===== src/hw/rtl/assert_macros.svh =====
// Assertion macros shared by the RTL of the sequence counter.
// Depends on a clock named clock and an active-high reset named reset.
`ifndef ASSERT_MACROS_SVH
`define ASSERT_MACROS_SVH

// Check a condition at every clock edge outside reset.
`define FTSC_ASSERT(label, expr, msg) \
   label: assert property (@(posedge clock) disable iff (reset) (expr)) else $error(msg);

// Check that a consequent holds in the same cycle as its antecedent.
`define FTSC_ASSERT_IMPL(label, ante, cons, msg) \
   label: assert property (@(posedge clock) disable iff (reset) (ante) |-> (cons)) \
      else $error(msg);

`endif


===== src/hw/rtl/ftsc_pkg.sv =====
// Package of the forbidden-transition sequence counter.
// Holds field widths, the modulus, opcodes and the sequencer state type; no dependencies.
`default_nettype none

package ftsc_pkg;

   localparam int MAX_COLORS_DEF = 16;

   localparam int OPCODE_W = 1;
   localparam int COLOR_W  = 4;
   localparam int MASK_W   = 16;
   localparam int LEN_W    = 16;
   localparam int COUNT_W  = 30;
   localparam int CFG_W    = 5;

   localparam logic [COUNT_W-1:0] MODULUS = 30'd1000000007;

   typedef enum logic [OPCODE_W-1:0] {
      OP_LOAD    = 1'b0,
      OP_COMPUTE = 1'b1
   } opcode_type;

   typedef enum logic [2:0] {
      ST_IDLE,
      ST_RUN,
      ST_DRAIN,
      ST_FLUSH,
      ST_HOLD
   } state_type;

endpackage : ftsc_pkg

`default_nettype wire


===== src/hw/rtl/ftsc_mod_add.sv =====
// Modular adder: sum of two residues with one conditional subtract of the modulus.
// Depends on ftsc_pkg.
`default_nettype none

module ftsc_mod_add (
   input  logic [ftsc_pkg::COUNT_W-1:0] addend_a,
   input  logic [ftsc_pkg::COUNT_W-1:0] addend_b,
   output logic [ftsc_pkg::COUNT_W-1:0] sum
);
   import ftsc_pkg::*;

   logic [COUNT_W:0] raw_sum;
   logic [COUNT_W:0] wrapped_sum;

   assign raw_sum     = {1'b0, addend_a} + {1'b0, addend_b};
   assign wrapped_sum = raw_sum - {1'b0, MODULUS};
   assign sum = (raw_sum >= {1'b0, MODULUS}) ? wrapped_sum[COUNT_W-1:0]
                                             : raw_sum[COUNT_W-1:0];

endmodule : ftsc_mod_add

`default_nettype wire


===== src/hw/rtl/forbidden_transition_sequence_counter_core.sv =====
// Top level of the forbidden-transition sequence counter; uses ftsc_pkg, ftsc_mod_add, macros.
// A compute item with N colours and length L shows a zero result when N or L is zero;
// otherwise one shared modular adder takes one count-memory read per cycle, plus a drain
// state after each built position.
// One item at a time; loads are taken while a finished result waits at the output.
// Synchronous active-high reset: table cleared, colour count 1, idle, no result pending.
`default_nettype none
`include "assert_macros.svh"

module forbidden_transition_sequence_counter_core #(
   parameter int MAX_COLORS = ftsc_pkg::MAX_COLORS_DEF
) (
   input  logic                          clock,
   input  logic                          reset,
   // configuration
   input  logic                          csr_write_enable,
   input  logic [ftsc_pkg::CFG_W-1:0]    csr_write_data,
   // request channel
   input  logic                          req_valid,
   output logic                          req_stall,
   input  logic [ftsc_pkg::OPCODE_W-1:0] req_opcode,
   input  logic [ftsc_pkg::COLOR_W-1:0]  req_row_color,
   input  logic [ftsc_pkg::MASK_W-1:0]   req_forbidden_mask,
   input  logic [ftsc_pkg::LEN_W-1:0]    req_sequence_length,
   // response channel
   output logic                          rsp_valid,
   input  logic                          rsp_stall,
   output logic [ftsc_pkg::COUNT_W-1:0]  rsp_sequence_count
);
   import ftsc_pkg::*;

   // Colour index width, and a ping-pong count memory: one bank holds the
   // counts of the current position, the other collects the next position.
   localparam int IDX_W = (MAX_COLORS > 1) ? $clog2(MAX_COLORS) : 1;
   localparam int ADDR_W = IDX_W + 1;
   localparam int MEM_DEPTH = 2 ** ADDR_W;
   localparam logic [CFG_W-1:0] MAX_CFG = CFG_W'(MAX_COLORS);

   // ---------------------------------------------------------------------
   // Registers
   // ---------------------------------------------------------------------
   logic [CFG_W-1:0]   color_count_ff, color_count_in;
   logic [MASK_W-1:0]  table_ff [MAX_COLORS];
   state_type          state_ff, state_in;

   // sequencer
   logic [IDX_W-1:0]   last_idx_ff, last_idx_in;   // colours in use, minus one
   logic [IDX_W-1:0]   j_ff, j_in;                 // colour being summed for
   logic [IDX_W-1:0]   k_ff, k_in;                 // predecessor being read
   logic               bank_ff, bank_in;           // bank holding current counts
   logic               ones_ff, ones_in;           // current counts are all ones
   logic               final_ff, final_in;         // closing pass sums everything
   logic [LEN_W-1:0]   pass_left_ff, pass_left_in; // positions still to build

   // accumulate stage, aligned with the registered memory read
   logic               p_valid_ff, p_valid_in;
   logic               p_first_ff, p_first_in;
   logic               p_last_ff, p_last_in;
   logic               p_allowed_ff, p_allowed_in;
   logic               p_ones_ff, p_ones_in;
   logic               p_final_ff, p_final_in;
   logic [IDX_W-1:0]   p_j_ff, p_j_in;
   logic               p_wbank_ff, p_wbank_in;
   logic [COUNT_W-1:0] acc_ff, acc_in;

   logic [COUNT_W-1:0] result_ff, result_in;
   logic               rsp_valid_ff, rsp_valid_in;
   logic [COUNT_W-1:0] rsp_count_ff, rsp_count_in;

   // count memory
   logic [COUNT_W-1:0] count_mem [MEM_DEPTH];
   logic [COUNT_W-1:0] rdata_ff;

   // ---------------------------------------------------------------------
   // Combinational signals
   // ---------------------------------------------------------------------
   logic               req_accept;
   logic               load_write;
   logic [CFG_W-1:0]   color_sat;
   logic [CFG_W-1:0]   color_last;
   logic               compute_empty;
   logic               issue;
   logic               k_last;
   logic               j_last;
   logic [MASK_W-1:0]  row_bits;
   logic [ADDR_W-1:0]  mem_raddr;
   logic [ADDR_W-1:0]  mem_waddr;
   logic               mem_we;
   logic [COUNT_W-1:0] operand_a;
   logic [COUNT_W-1:0] operand_b;
   logic [COUNT_W-1:0] stage_sum;
   logic               result_ready;
   logic               out_free;

   assign req_stall  = (state_ff != ST_IDLE);
   assign req_accept = req_valid && !req_stall;

   // A load beyond the built table is dropped.
   assign load_write = req_accept && (req_opcode == OP_LOAD)
                       && ({1'b0, req_row_color} < MAX_CFG);

   // Saturate the colour count to the built maximum.
   assign color_sat     = (color_count_ff > MAX_CFG) ? MAX_CFG : color_count_ff;
   assign color_last    = color_sat - CFG_W'(1);
   assign compute_empty = (color_sat == '0) || (req_sequence_length == '0);

   assign issue    = (state_ff == ST_RUN);
   assign k_last   = (k_ff == last_idx_ff);
   assign j_last   = (j_ff == last_idx_ff);
   assign row_bits = table_ff[j_ff];

   assign mem_raddr = {bank_ff, k_ff};
   assign mem_waddr = {p_wbank_ff, p_j_ff};
   assign mem_we    = p_valid_ff && p_last_ff && !p_final_ff;

   // Accumulate: restart on the first predecessor, skip forbidden ones, and
   // read a count of one on the first position instead of the memory.
   assign operand_a = p_first_ff ? '0 : acc_ff;
   assign operand_b = !p_allowed_ff ? '0 : (p_ones_ff ? COUNT_W'(1) : rdata_ff);

   ftsc_mod_add u_mod_add (
      .addend_a (operand_a),
      .addend_b (operand_b),
      .sum      (stage_sum)
   );

   assign result_ready = p_valid_ff && p_last_ff && p_final_ff;
   assign out_free     = !rsp_valid_ff || !rsp_stall;

   // ---------------------------------------------------------------------
   // Next state
   // ---------------------------------------------------------------------
   always_comb begin
      state_in     = state_ff;
      last_idx_in  = last_idx_ff;
      j_in         = j_ff;
      k_in         = k_ff;
      bank_in      = bank_ff;
      ones_in      = ones_ff;
      final_in     = final_ff;
      pass_left_in = pass_left_ff;
      result_in    = result_ff;
      rsp_valid_in = rsp_valid_ff && rsp_stall;
      rsp_count_in = rsp_count_ff;

      color_count_in = csr_write_enable ? csr_write_data : color_count_ff;

      // Issue one predecessor read per cycle while running.
      p_valid_in   = issue;
      p_first_in   = (k_ff == '0);
      p_last_in    = k_last;
      p_allowed_in = final_ff || !row_bits[k_ff];
      p_ones_in    = ones_ff;
      p_final_in   = final_ff;
      p_j_in       = j_ff;
      p_wbank_in   = !bank_ff;
      acc_in       = p_valid_ff ? stage_sum : acc_ff;

      if (result_ready) begin
         result_in = stage_sum;
      end

      case (state_ff)
         ST_IDLE: begin
            if (req_accept && (req_opcode == OP_COMPUTE)) begin
               last_idx_in  = color_last[IDX_W-1:0];
               j_in         = '0;
               k_in         = '0;
               bank_in      = 1'b0;
               ones_in      = 1'b1;
               pass_left_in = req_sequence_length - LEN_W'(1);
               final_in     = (req_sequence_length == LEN_W'(1));
               if (compute_empty) begin
                  result_in = '0;
                  state_in  = ST_HOLD;
               end else begin
                  state_in  = ST_RUN;
               end
            end
         end
         ST_RUN: begin
            if (k_last) begin
               k_in = '0;
               if (final_ff) begin
                  state_in = ST_FLUSH;
               end else if (j_last) begin
                  // Position complete: swap banks and let the last write land.
                  j_in         = '0;
                  bank_in      = !bank_ff;
                  ones_in      = 1'b0;
                  pass_left_in = pass_left_ff - LEN_W'(1);
                  final_in     = (pass_left_ff == LEN_W'(1));
                  state_in     = ST_DRAIN;
               end else begin
                  j_in = j_ff + IDX_W'(1);
               end
            end else begin
               k_in = k_ff + IDX_W'(1);
            end
         end
         ST_DRAIN: begin
            state_in = ST_RUN;
         end
         ST_FLUSH: begin
            state_in = ST_HOLD;
         end
         ST_HOLD: begin
            // Hand the count over once the output register is free.
            if (out_free) begin
               rsp_valid_in = 1'b1;
               rsp_count_in = result_ff;
               state_in     = ST_IDLE;
            end
         end
         default: begin
            state_in = ST_IDLE;
         end
      endcase
   end

   // ---------------------------------------------------------------------
   // Control registers
   // ---------------------------------------------------------------------
   always_ff @(posedge clock) begin
      if (reset) begin
         state_ff       <= ST_IDLE;
         color_count_ff <= CFG_W'(1);
         p_valid_ff     <= 1'b0;
         rsp_valid_ff   <= 1'b0;
         for (int i = 0; i < MAX_COLORS; i++) begin
            table_ff[i] <= '0;
         end
      end else begin
         state_ff       <= state_in;
         color_count_ff <= color_count_in;
         p_valid_ff     <= p_valid_in;
         rsp_valid_ff   <= rsp_valid_in;
         if (load_write) begin
            table_ff[req_row_color[IDX_W-1:0]] <= req_forbidden_mask;
         end
      end
   end

   // ---------------------------------------------------------------------
   // Payload registers
   // ---------------------------------------------------------------------
   always_ff @(posedge clock) begin
      last_idx_ff  <= last_idx_in;
      j_ff         <= j_in;
      k_ff         <= k_in;
      bank_ff      <= bank_in;
      ones_ff      <= ones_in;
      final_ff     <= final_in;
      pass_left_ff <= pass_left_in;
      p_first_ff   <= p_first_in;
      p_last_ff    <= p_last_in;
      p_allowed_ff <= p_allowed_in;
      p_ones_ff    <= p_ones_in;
      p_final_ff   <= p_final_in;
      p_j_ff       <= p_j_in;
      p_wbank_ff   <= p_wbank_in;
      acc_ff       <= acc_in;
      result_ff    <= result_in;
      rsp_count_ff <= rsp_count_in;
   end

   // Count memory: one write and one registered read per cycle.
   always_ff @(posedge clock) begin
      if (mem_we) begin
         count_mem[mem_waddr] <= stage_sum;
      end
      rdata_ff <= count_mem[mem_raddr];
   end

   assign rsp_valid          = rsp_valid_ff;
   assign rsp_sequence_count = rsp_count_ff;

   // ---------------------------------------------------------------------
   // Assertions
   // ---------------------------------------------------------------------
   `FTSC_ASSERT_IMPL(a_no_same_entry, mem_we && issue, mem_waddr != mem_raddr, "entry clash")
   `FTSC_ASSERT_IMPL(a_result_in_flush, result_ready, state_ff == ST_FLUSH, "sum outside flush")
   `FTSC_ASSERT_IMPL(a_k_range, issue, k_ff <= last_idx_ff, "predecessor beyond colours in use")
   `FTSC_ASSERT_IMPL(a_j_range, issue, j_ff <= last_idx_ff, "colour beyond colours in use")
   `FTSC_ASSERT(a_rsp_below_modulus, !rsp_valid_ff || (rsp_count_ff < MODULUS), "count unreduced")

endmodule : forbidden_transition_sequence_counter_core

`default_nettype wire

===== config.mk =====
export PLATFORM = sky130hd
export DESIGN_NAME = forbidden_transition_sequence_counter_core
export DESIGN_NICKNAME = d
export VERILOG_FILES = /design/src/hw/rtl/ftsc_pkg.sv /design/src/hw/rtl/ftsc_mod_add.sv /design/src/hw/rtl/forbidden_transition_sequence_counter_core.sv
export VERILOG_INCLUDE_DIRS = /design/src /design/src/hw/rtl
export SDC_FILE = /design/constraint.sdc
export NUM_CORES = 2
export LEC_CHECK = 0
export BUFFER_PORTS_ARGS = -buffer_cell sky130_fd_sc_hd__buf_2
export CAP_MARGIN = 20
export CORE_MARGIN = 10
export CORE_UTILIZATION = 54
export CTS_CLUSTER_DIAMETER = 100
export CTS_CLUSTER_SIZE = 16
export DETAILED_ROUTE_END_ITERATION = 7
export PLACE_DENSITY = 0.7
export SYNTH_ARGS = -nofsm -noshare
export SYNTH_HDL_FRONTEND = slang
export SYNTH_SLANG_ARGS = --single-unit

===== constraint.sdc =====
create_clock -name clock -period 15 [get_ports clock]
set_clock_uncertainty 0.1 [all_clocks]
set_input_delay 3 -clock clock [delete_from_list [all_inputs] [get_ports clock]]
set_output_delay 3 -clock clock [all_outputs]
set_load 0.03 [all_outputs]

* Word-level counts from Yosys, hierarchy flattened
Memory sizes are Yosys's and may differ from the RTL's. A register that Yosys moved wholly into a read port is not among the register bits. Cells that the tools add are included.
Storage, ports and cells: bits in registers 141, word-level logic and storage cells 136, memories kept 2, RAM bits 1216, input bits 47, output and inout port bits 32
Memories:
- count_mem | words 32, bits a word 30, rd ports 1, clocked after Yosys merged registers in 1, write ports 1, RTL line forbidden_transition_sequence_counter_core.sv:71 | logic [COUNT_W-1:0] count_mem [MEM_DEPTH];
- table_ff | words 16, bits a word 16, rd ports 1, clocked after Yosys merged registers in 1, write ports 16, RTL line forbidden_transition_sequence_counter_core.sv:43 | logic [MASK_W-1:0] table_ff [MAX_COLORS];
Cells by class: add/sub/neg operators 7, multiplexer cells 58, eq/ne operators 14, bitwise operators 1, reduce and logical (&&, ||, !) cells 30, order comparisons 3
Operators with widths (count):
- two-way mux 30 bit | 8
- two-way mux 16 bit | 5
- == test 16 x 1 -> 1 bit (second input constant) | 2
- case mux 16 bit (2 select lines) | 1
- subtractor 16 x 1 -> 16 bit (second input constant) | 2
- adder 30 x 30 -> 31 bit | 1
- >= comparator 31 x 30 -> 1 bit (second input constant) | 1
- subtractor 30 bit (second input constant) | 1
- two-way mux 4 bit | 7
- two-way mux 1 bit | 23
- two-way mux 3 bit | 6
- zero test 16 bit | 1
- case mux 4 bit (2 select lines) | 2
- OR reduction 16 bit | 1
- case mux 3 bit (5 select lines) | 1
- adder 4 x 1 -> 4 bit (second input constant) | 2
- == test 4 bit | 2
- != test 2 bit (second input constant) | 4
- AND reduction 4 bit | 2
- logical AND 1 bit | 7
- == test 3 x 2 -> 1 bit (second input constant) | 2
- zero test 1 bit | 6
- case mux 1 bit (2 select lines) | 3
- AND reduction 2 bit | 3
- 18 further kinds | 20

* Longest topological paths before layout
depth after elaboration 9, mapped depth 19, gate-level depth less buffers 16

* Cells and area by module
From an unflattened synthesis, not the netlist that was laid out.
Unflattened totals: cells, all modules 3203, area total of the unflattened synthesis 57720.4 µm²
By module, submodules not included:
- forbidden_transition_sequence_counter_core | times used 1, seq. area each 40929.3 µm², area each 54952.7 µm², cells each 2793
- ftsc_mod_add | times used 1, seq. area each 0.0 µm², area each 2767.7 µm², cells each 410

* Worst setup path before layout
No wires, ideal clock.
path kind in2reg, from in reset, to mem table_ff[0][0] (enable), library setup time 0.334 ns, slack 9.912 ns, arrival 4.654 ns, path buffers 1, stages on the path 5, required time 14.566 ns, cell sequence clkbuf_1 > nor3_1 > or3b_2 > nor3_1 > or2_2
RTL lines:
- from (decl) | RTL line forbidden_transition_sequence_counter_core.sv:14 | input logic reset,
- to (decl) | RTL line forbidden_transition_sequence_counter_core.sv:43

* Worst setup path in the final report
from reg p_allowed_ff, to mem count_mem[6][18], data pin
Between the ends: cells in the longest elaborated chain, start to end 4, elaborated cells between the ends (all ways) 5, classes of those cells add/sub: 2; order compare: 1; mux: 2
Ends and longest elaborated chain:
- from (decl) | RTL line forbidden_transition_sequence_counter_core.sv:59 | logic p_allowed_ff, p_allowed_in;
- from (signal assigned) | RTL line forbidden_transition_sequence_counter_core.sv:257 | p_allowed_ff <= p_allowed_in;
- two-way mux 30 bit (*) | RTL line forbidden_transition_sequence_counter_core.sv:119 | assign operand_b = !p_allowed_ff ? '0 : (p_ones_ff ? COUNT_W'(1) : rdata_ff);
- adder 30 x 30 -> 31 bit (*) | RTL line ftsc_mod_add.sv:15 | assign raw_sum = {1'b0, addend_a} + {1'b0, addend_b};
- subtractor 30 bit or >= comparator 31 x 30 -> 1 bit (tied branches) | RTL line ftsc_mod_add.sv:16, ftsc_mod_add.sv:17
- two-way mux 30 bit (*) | RTL line ftsc_mod_add.sv:17 | assign sum = (raw_sum >= {1'b0, MODULUS}) ? wrapped_sum[COUNT_W-1:0]
- via stage_sum[18] | RTL line forbidden_transition_sequence_counter_core.sv:91 | logic [COUNT_W-1:0] stage_sum;
- to (decl) | RTL line forbidden_transition_sequence_counter_core.sv:71
Mark *: on every way through the listed nets, which the timed path passes. The rest lies on a longest branch.

==> results by group <==
Logic synthesis
  – Most frequent cell after synthesis: edfxtp_1
  – Synth Register Bits: 1391
  – Top cells by area, synth: edfxtp_1 68%, mux4_2 15%, and2_1 3.2%, dfxtp_1 2.9%, ha_1 0.87%
  – Area leader, netlist: edfxtp_1
  – Syn Inst Count: roughly 3000
  – Post-synth ARST share: 0%
  – Cell Area, Synth: 0.0577 mm^2
  – Synth unique cells: between 90 and 100
  – Yosys Warn Count: 0
  – Sequential area share after synthesis: a little under three quarters
  – Top cells by count, synth: 1307 x edfxtp_1, 384 x mux4_2, 296 x and2_1, 122 x nor2_1, 110 x clkbuf_1
  – Top FF cell, synth: edfxtp_1
  – Post-synth EDFFs: 1307
  – Synth top area share: between 60% and 70%
  – Syn avg cell area: about 19 um^2
  – Post-Syn Nets: 3165

GRT
  – Initial antenna violation count: 6
  – First-pass GRT wire length: between 200000 and 250000 um
  – GR peak layer: met2
  – Vias in the first global route: approximately 30000
  – Met1 usage: 30.9%
  – Gr usage total: 23.2%
  – Met3 Use GR: 3.04%
  – Largest net degree at the start of global routing: about 160
  – Met2 global-route usage: between 30% and 40%
  – Remaining global-route overflow: 0

Worst setup path
  – Worst r2r src: p_allowed_ff
  – Max stage delay on crit path: roughly 0.76 ns
  – CP required: ~15 ns
  – Worst R2R Path Depth: 15
  – Setup crit start kind: register
  – Reg2Reg Setup Slack: around 9.0 ns
  – Most frequent CP cell: o21ai_0
  – Crit path max-delay family: compound AO/OA/AOI/OAI gates
  – Worst path bufs/invs: 1
  – FF-to-FF End: count_mem[6][18]
  – Worst Path Class, Setup: register to register
  – Worst EP arrival: between 6 and 7 ns
  – Crit path max-delay cell type: xnor2_4
  – Critical-path cell list: nor2b_2 -> buf_8 -> and2_1 -> ha_1 -> a21oi_1 -> o21ai_0 -> nor3_1 -> nand4_1 -> nand2_1 -> xor2_1 -> o311ai_1 -> o211ai_2 -> a21oi_2 -> o21ai_0 -> xnor2_4
  – Crit path max fanout: 34
  – CP endpoint kind: register

Clock tree
  – Hold buffer count at CTS: 0
  – H-tree level count: 3
  – CTS buffer count: ~100
  – Skew-Pair Late Insertion Delay: 0.70 ns
  – CTS tree: done
  – CTS Buffer Depth: 3
  – Clock root cell: clkbuf_16
  – Resize count post-CTS: 0
  – Clock transition at path regs: about 0.080 ns
  – Clock sink count: 1391
  – Post-CTS Setup Bufs: 0

Hold path
  – Cells on Worst Hold Path: 0
  – Hold EP: rsp_sequence_count[16]
  – Hold Startpoint: result_ff[16]
  – HP Class: register to register

Final layout
  – Multi-input logic area: approximately 0.016 mm^2
  – Final instance area: 0.0633 mm^2
  – Sequential Area: between 0.04 and 0.05 mm^2
  – Layout Cells excl Fill: around 4600
  – Area delta synth->final: 9.69%
  – # nets final: 3264
  – Share of layout cells above drive strength 1: 24.8%
  – Filler instances: about 7500

Drt
  – Pre-antenna DRT Iters: 5
  – Drt drc: 0
  – Final WL: 140000 um
  – Vias post-DR: slightly below 30000
  – Antenna viol nets, final: 0
  – DR WL/cell: 30.0 um
  – Violation count after the first detailed-route iteration: ~3500
  – Vias per cell: around 6.3

STA
  – Final setup viols: 0
  – PnR worst setup slack: between 9 and 10 ns
  – Period minus WS final: approximately 6.0 ns
  – Final Max Tran Viols: 0
  – Worst slew pin tran: approximately 1.1 ns
  – Final hold vios: 0
  – RSZ-0062 raised after global routing: false
  – Setup TNS: 0 ns
  – Achievable Freq: around 170 MHz
  – Tcrit/Tclk final: 39.8%
  – Relative slew slack: 24.2%

Outcome
  – Status: finished clean

Power and ir drop
  – Pwr Density: about 160 mW/mm^2
  – Peak VDD IR: ~170 uV
  – Lkg Pwr: about 21 nW
  – Tot Pwr: between 10 and 15 mW

Floorplan
  – Initial Util: 54.6%
  – Io pins: a little under 80
  – Die Ht: around 350 um
  – FP Rows: about 120
  – Die area: approximately 0.12 mm^2
  – Die width: approximately 350 um
  – Core Area: approximately 0.11 mm^2

Place
  – Area after DPL: about 0.060 mm^2
  – Dpl ws: between 8 and 9 ns
  – I/O Buffers: between 70 and 80
  – Placer Congestion: between 0.9 and 1
  – Placed cell count: between 4000 and 5000
  – HPWL after DPL: about 80000 um

Run
  – MaxCap Viol Count: 0
==> worst register-to-register path: stages, from the launching register on <==
cell      delay, ns
dfxtp_1        0.33
nor2b_2        0.57
buf_8          0.24
and2_1         0.15
ha_1           0.30
a21oi_1        0.24
o21ai_0        0.19
nor3_1         0.44
nand4_1        0.29
nand2_1        0.17
xor2_1         0.18
o311ai_1       0.45
o211ai_2       0.27
a21oi_2        0.55
o21ai_0        0.39
xnor2_4        0.76
==> where the power goes <==
| part | internal, mW | switching (mW) |
|---|---|---|
| sequential | 5.19 | 0.0888 |
| clock | 1.26 | 1.29 |
| combinational | 0.725 | 1.61 |
==> routing by layer <==
layer,part of all wire [%],wire (um)
met2,51,71400
met4,3.5,4830
met1,38,53100
met3,7.4,10300
met5,0,0
==> registers in the layout (all words and copies together) (netlist names), 5 cells and up, named ones only <==
name	cells
table_ff	256
rsp_sequence_count	30
count_mem	960
result_ff	30
rdata_ff	30
color_count_ff	5
acc_ff	30
pass_left_ff	16
==> cell usage in the layout (no fill, tap or decap), types with 5 or more instances in the layout <==
master and n:
nand4_1 13, mux2_2 33, nor3_1 34, clkbuf_16 98, mux2i_1 8, nor4_1 12
a211oi_1 16, xor2_2 8, mux4_2 384, dfxtp_1 81, a21oi_1 53, ha_1 40
o21ai_1 8, a31oi_1 5, or3_1 10, or2_2 17, o21a_1 8, and3_1 7
nor2_1 90, buf_4 79, nand2_1 87, clkbuf_1 70, o21ai_0 34, nor2b_1 40
inv_1 23, nand3b_1 7, a21o_1 10, nand3_1 30, a21oi_2 5, o211a_1 9
xor2_1 25, nor2_4 33, xnor2_2 16, nand2b_1 26, edfxtp_1 1307, and2_1 296
a22o_1 5, xnor2_1 32, buf_2 78
==> worst max path at each step <==
stage	from	to	slack (ns)	cells past startpoint
CTS	p_allowed_ff	count_mem[9][18]	8.89	15
global route	p_allowed_ff	count_mem[19][18]	8.57	15
finish	p_allowed_ff	count_mem[6][18]	9.03	15
detailed placement	reset	table_ff[3][12]	8.66	5
floorplan	reset	table_ff[0][0]	9.91	5
global placement	p_allowed_ff	count_mem[29][18]	8.73	15
==> layout make-up <==
cell class	instances	area share, %
Clock inverter	10	0.295
Antenna cell	4	0.0158
Inverter	25	0.152
Sequential cell	1391	64.7
Clock buffer	168	4.29
Timing Repair Buffer	164	1.80
Multi-Input combinational cell	1496	26.0
Tap cell	1391	2.75
==> stage by stage <==
stage,utilization (%),hold WS (ns)
after floorplan,-,0.223
after global placement,57.0,0.307
after detailed placement,57.0,0.313
after CTS,59.7,0.330
after global routing,59.8,0.341
final,59.8,0.323
==> kinds of logic after synthesis <==
kind of cell	after synthesis	share of synthesized area, %
flops	1391	71.0
mux	425	15.8
fa+ha+maj	41	0.903
compound gates	214	2.65
buf+inv	190	1.31
xor+xnor	83	1.30
simple gates	733	7.09
Note: power is estimated with default switching activity, not from simulation.
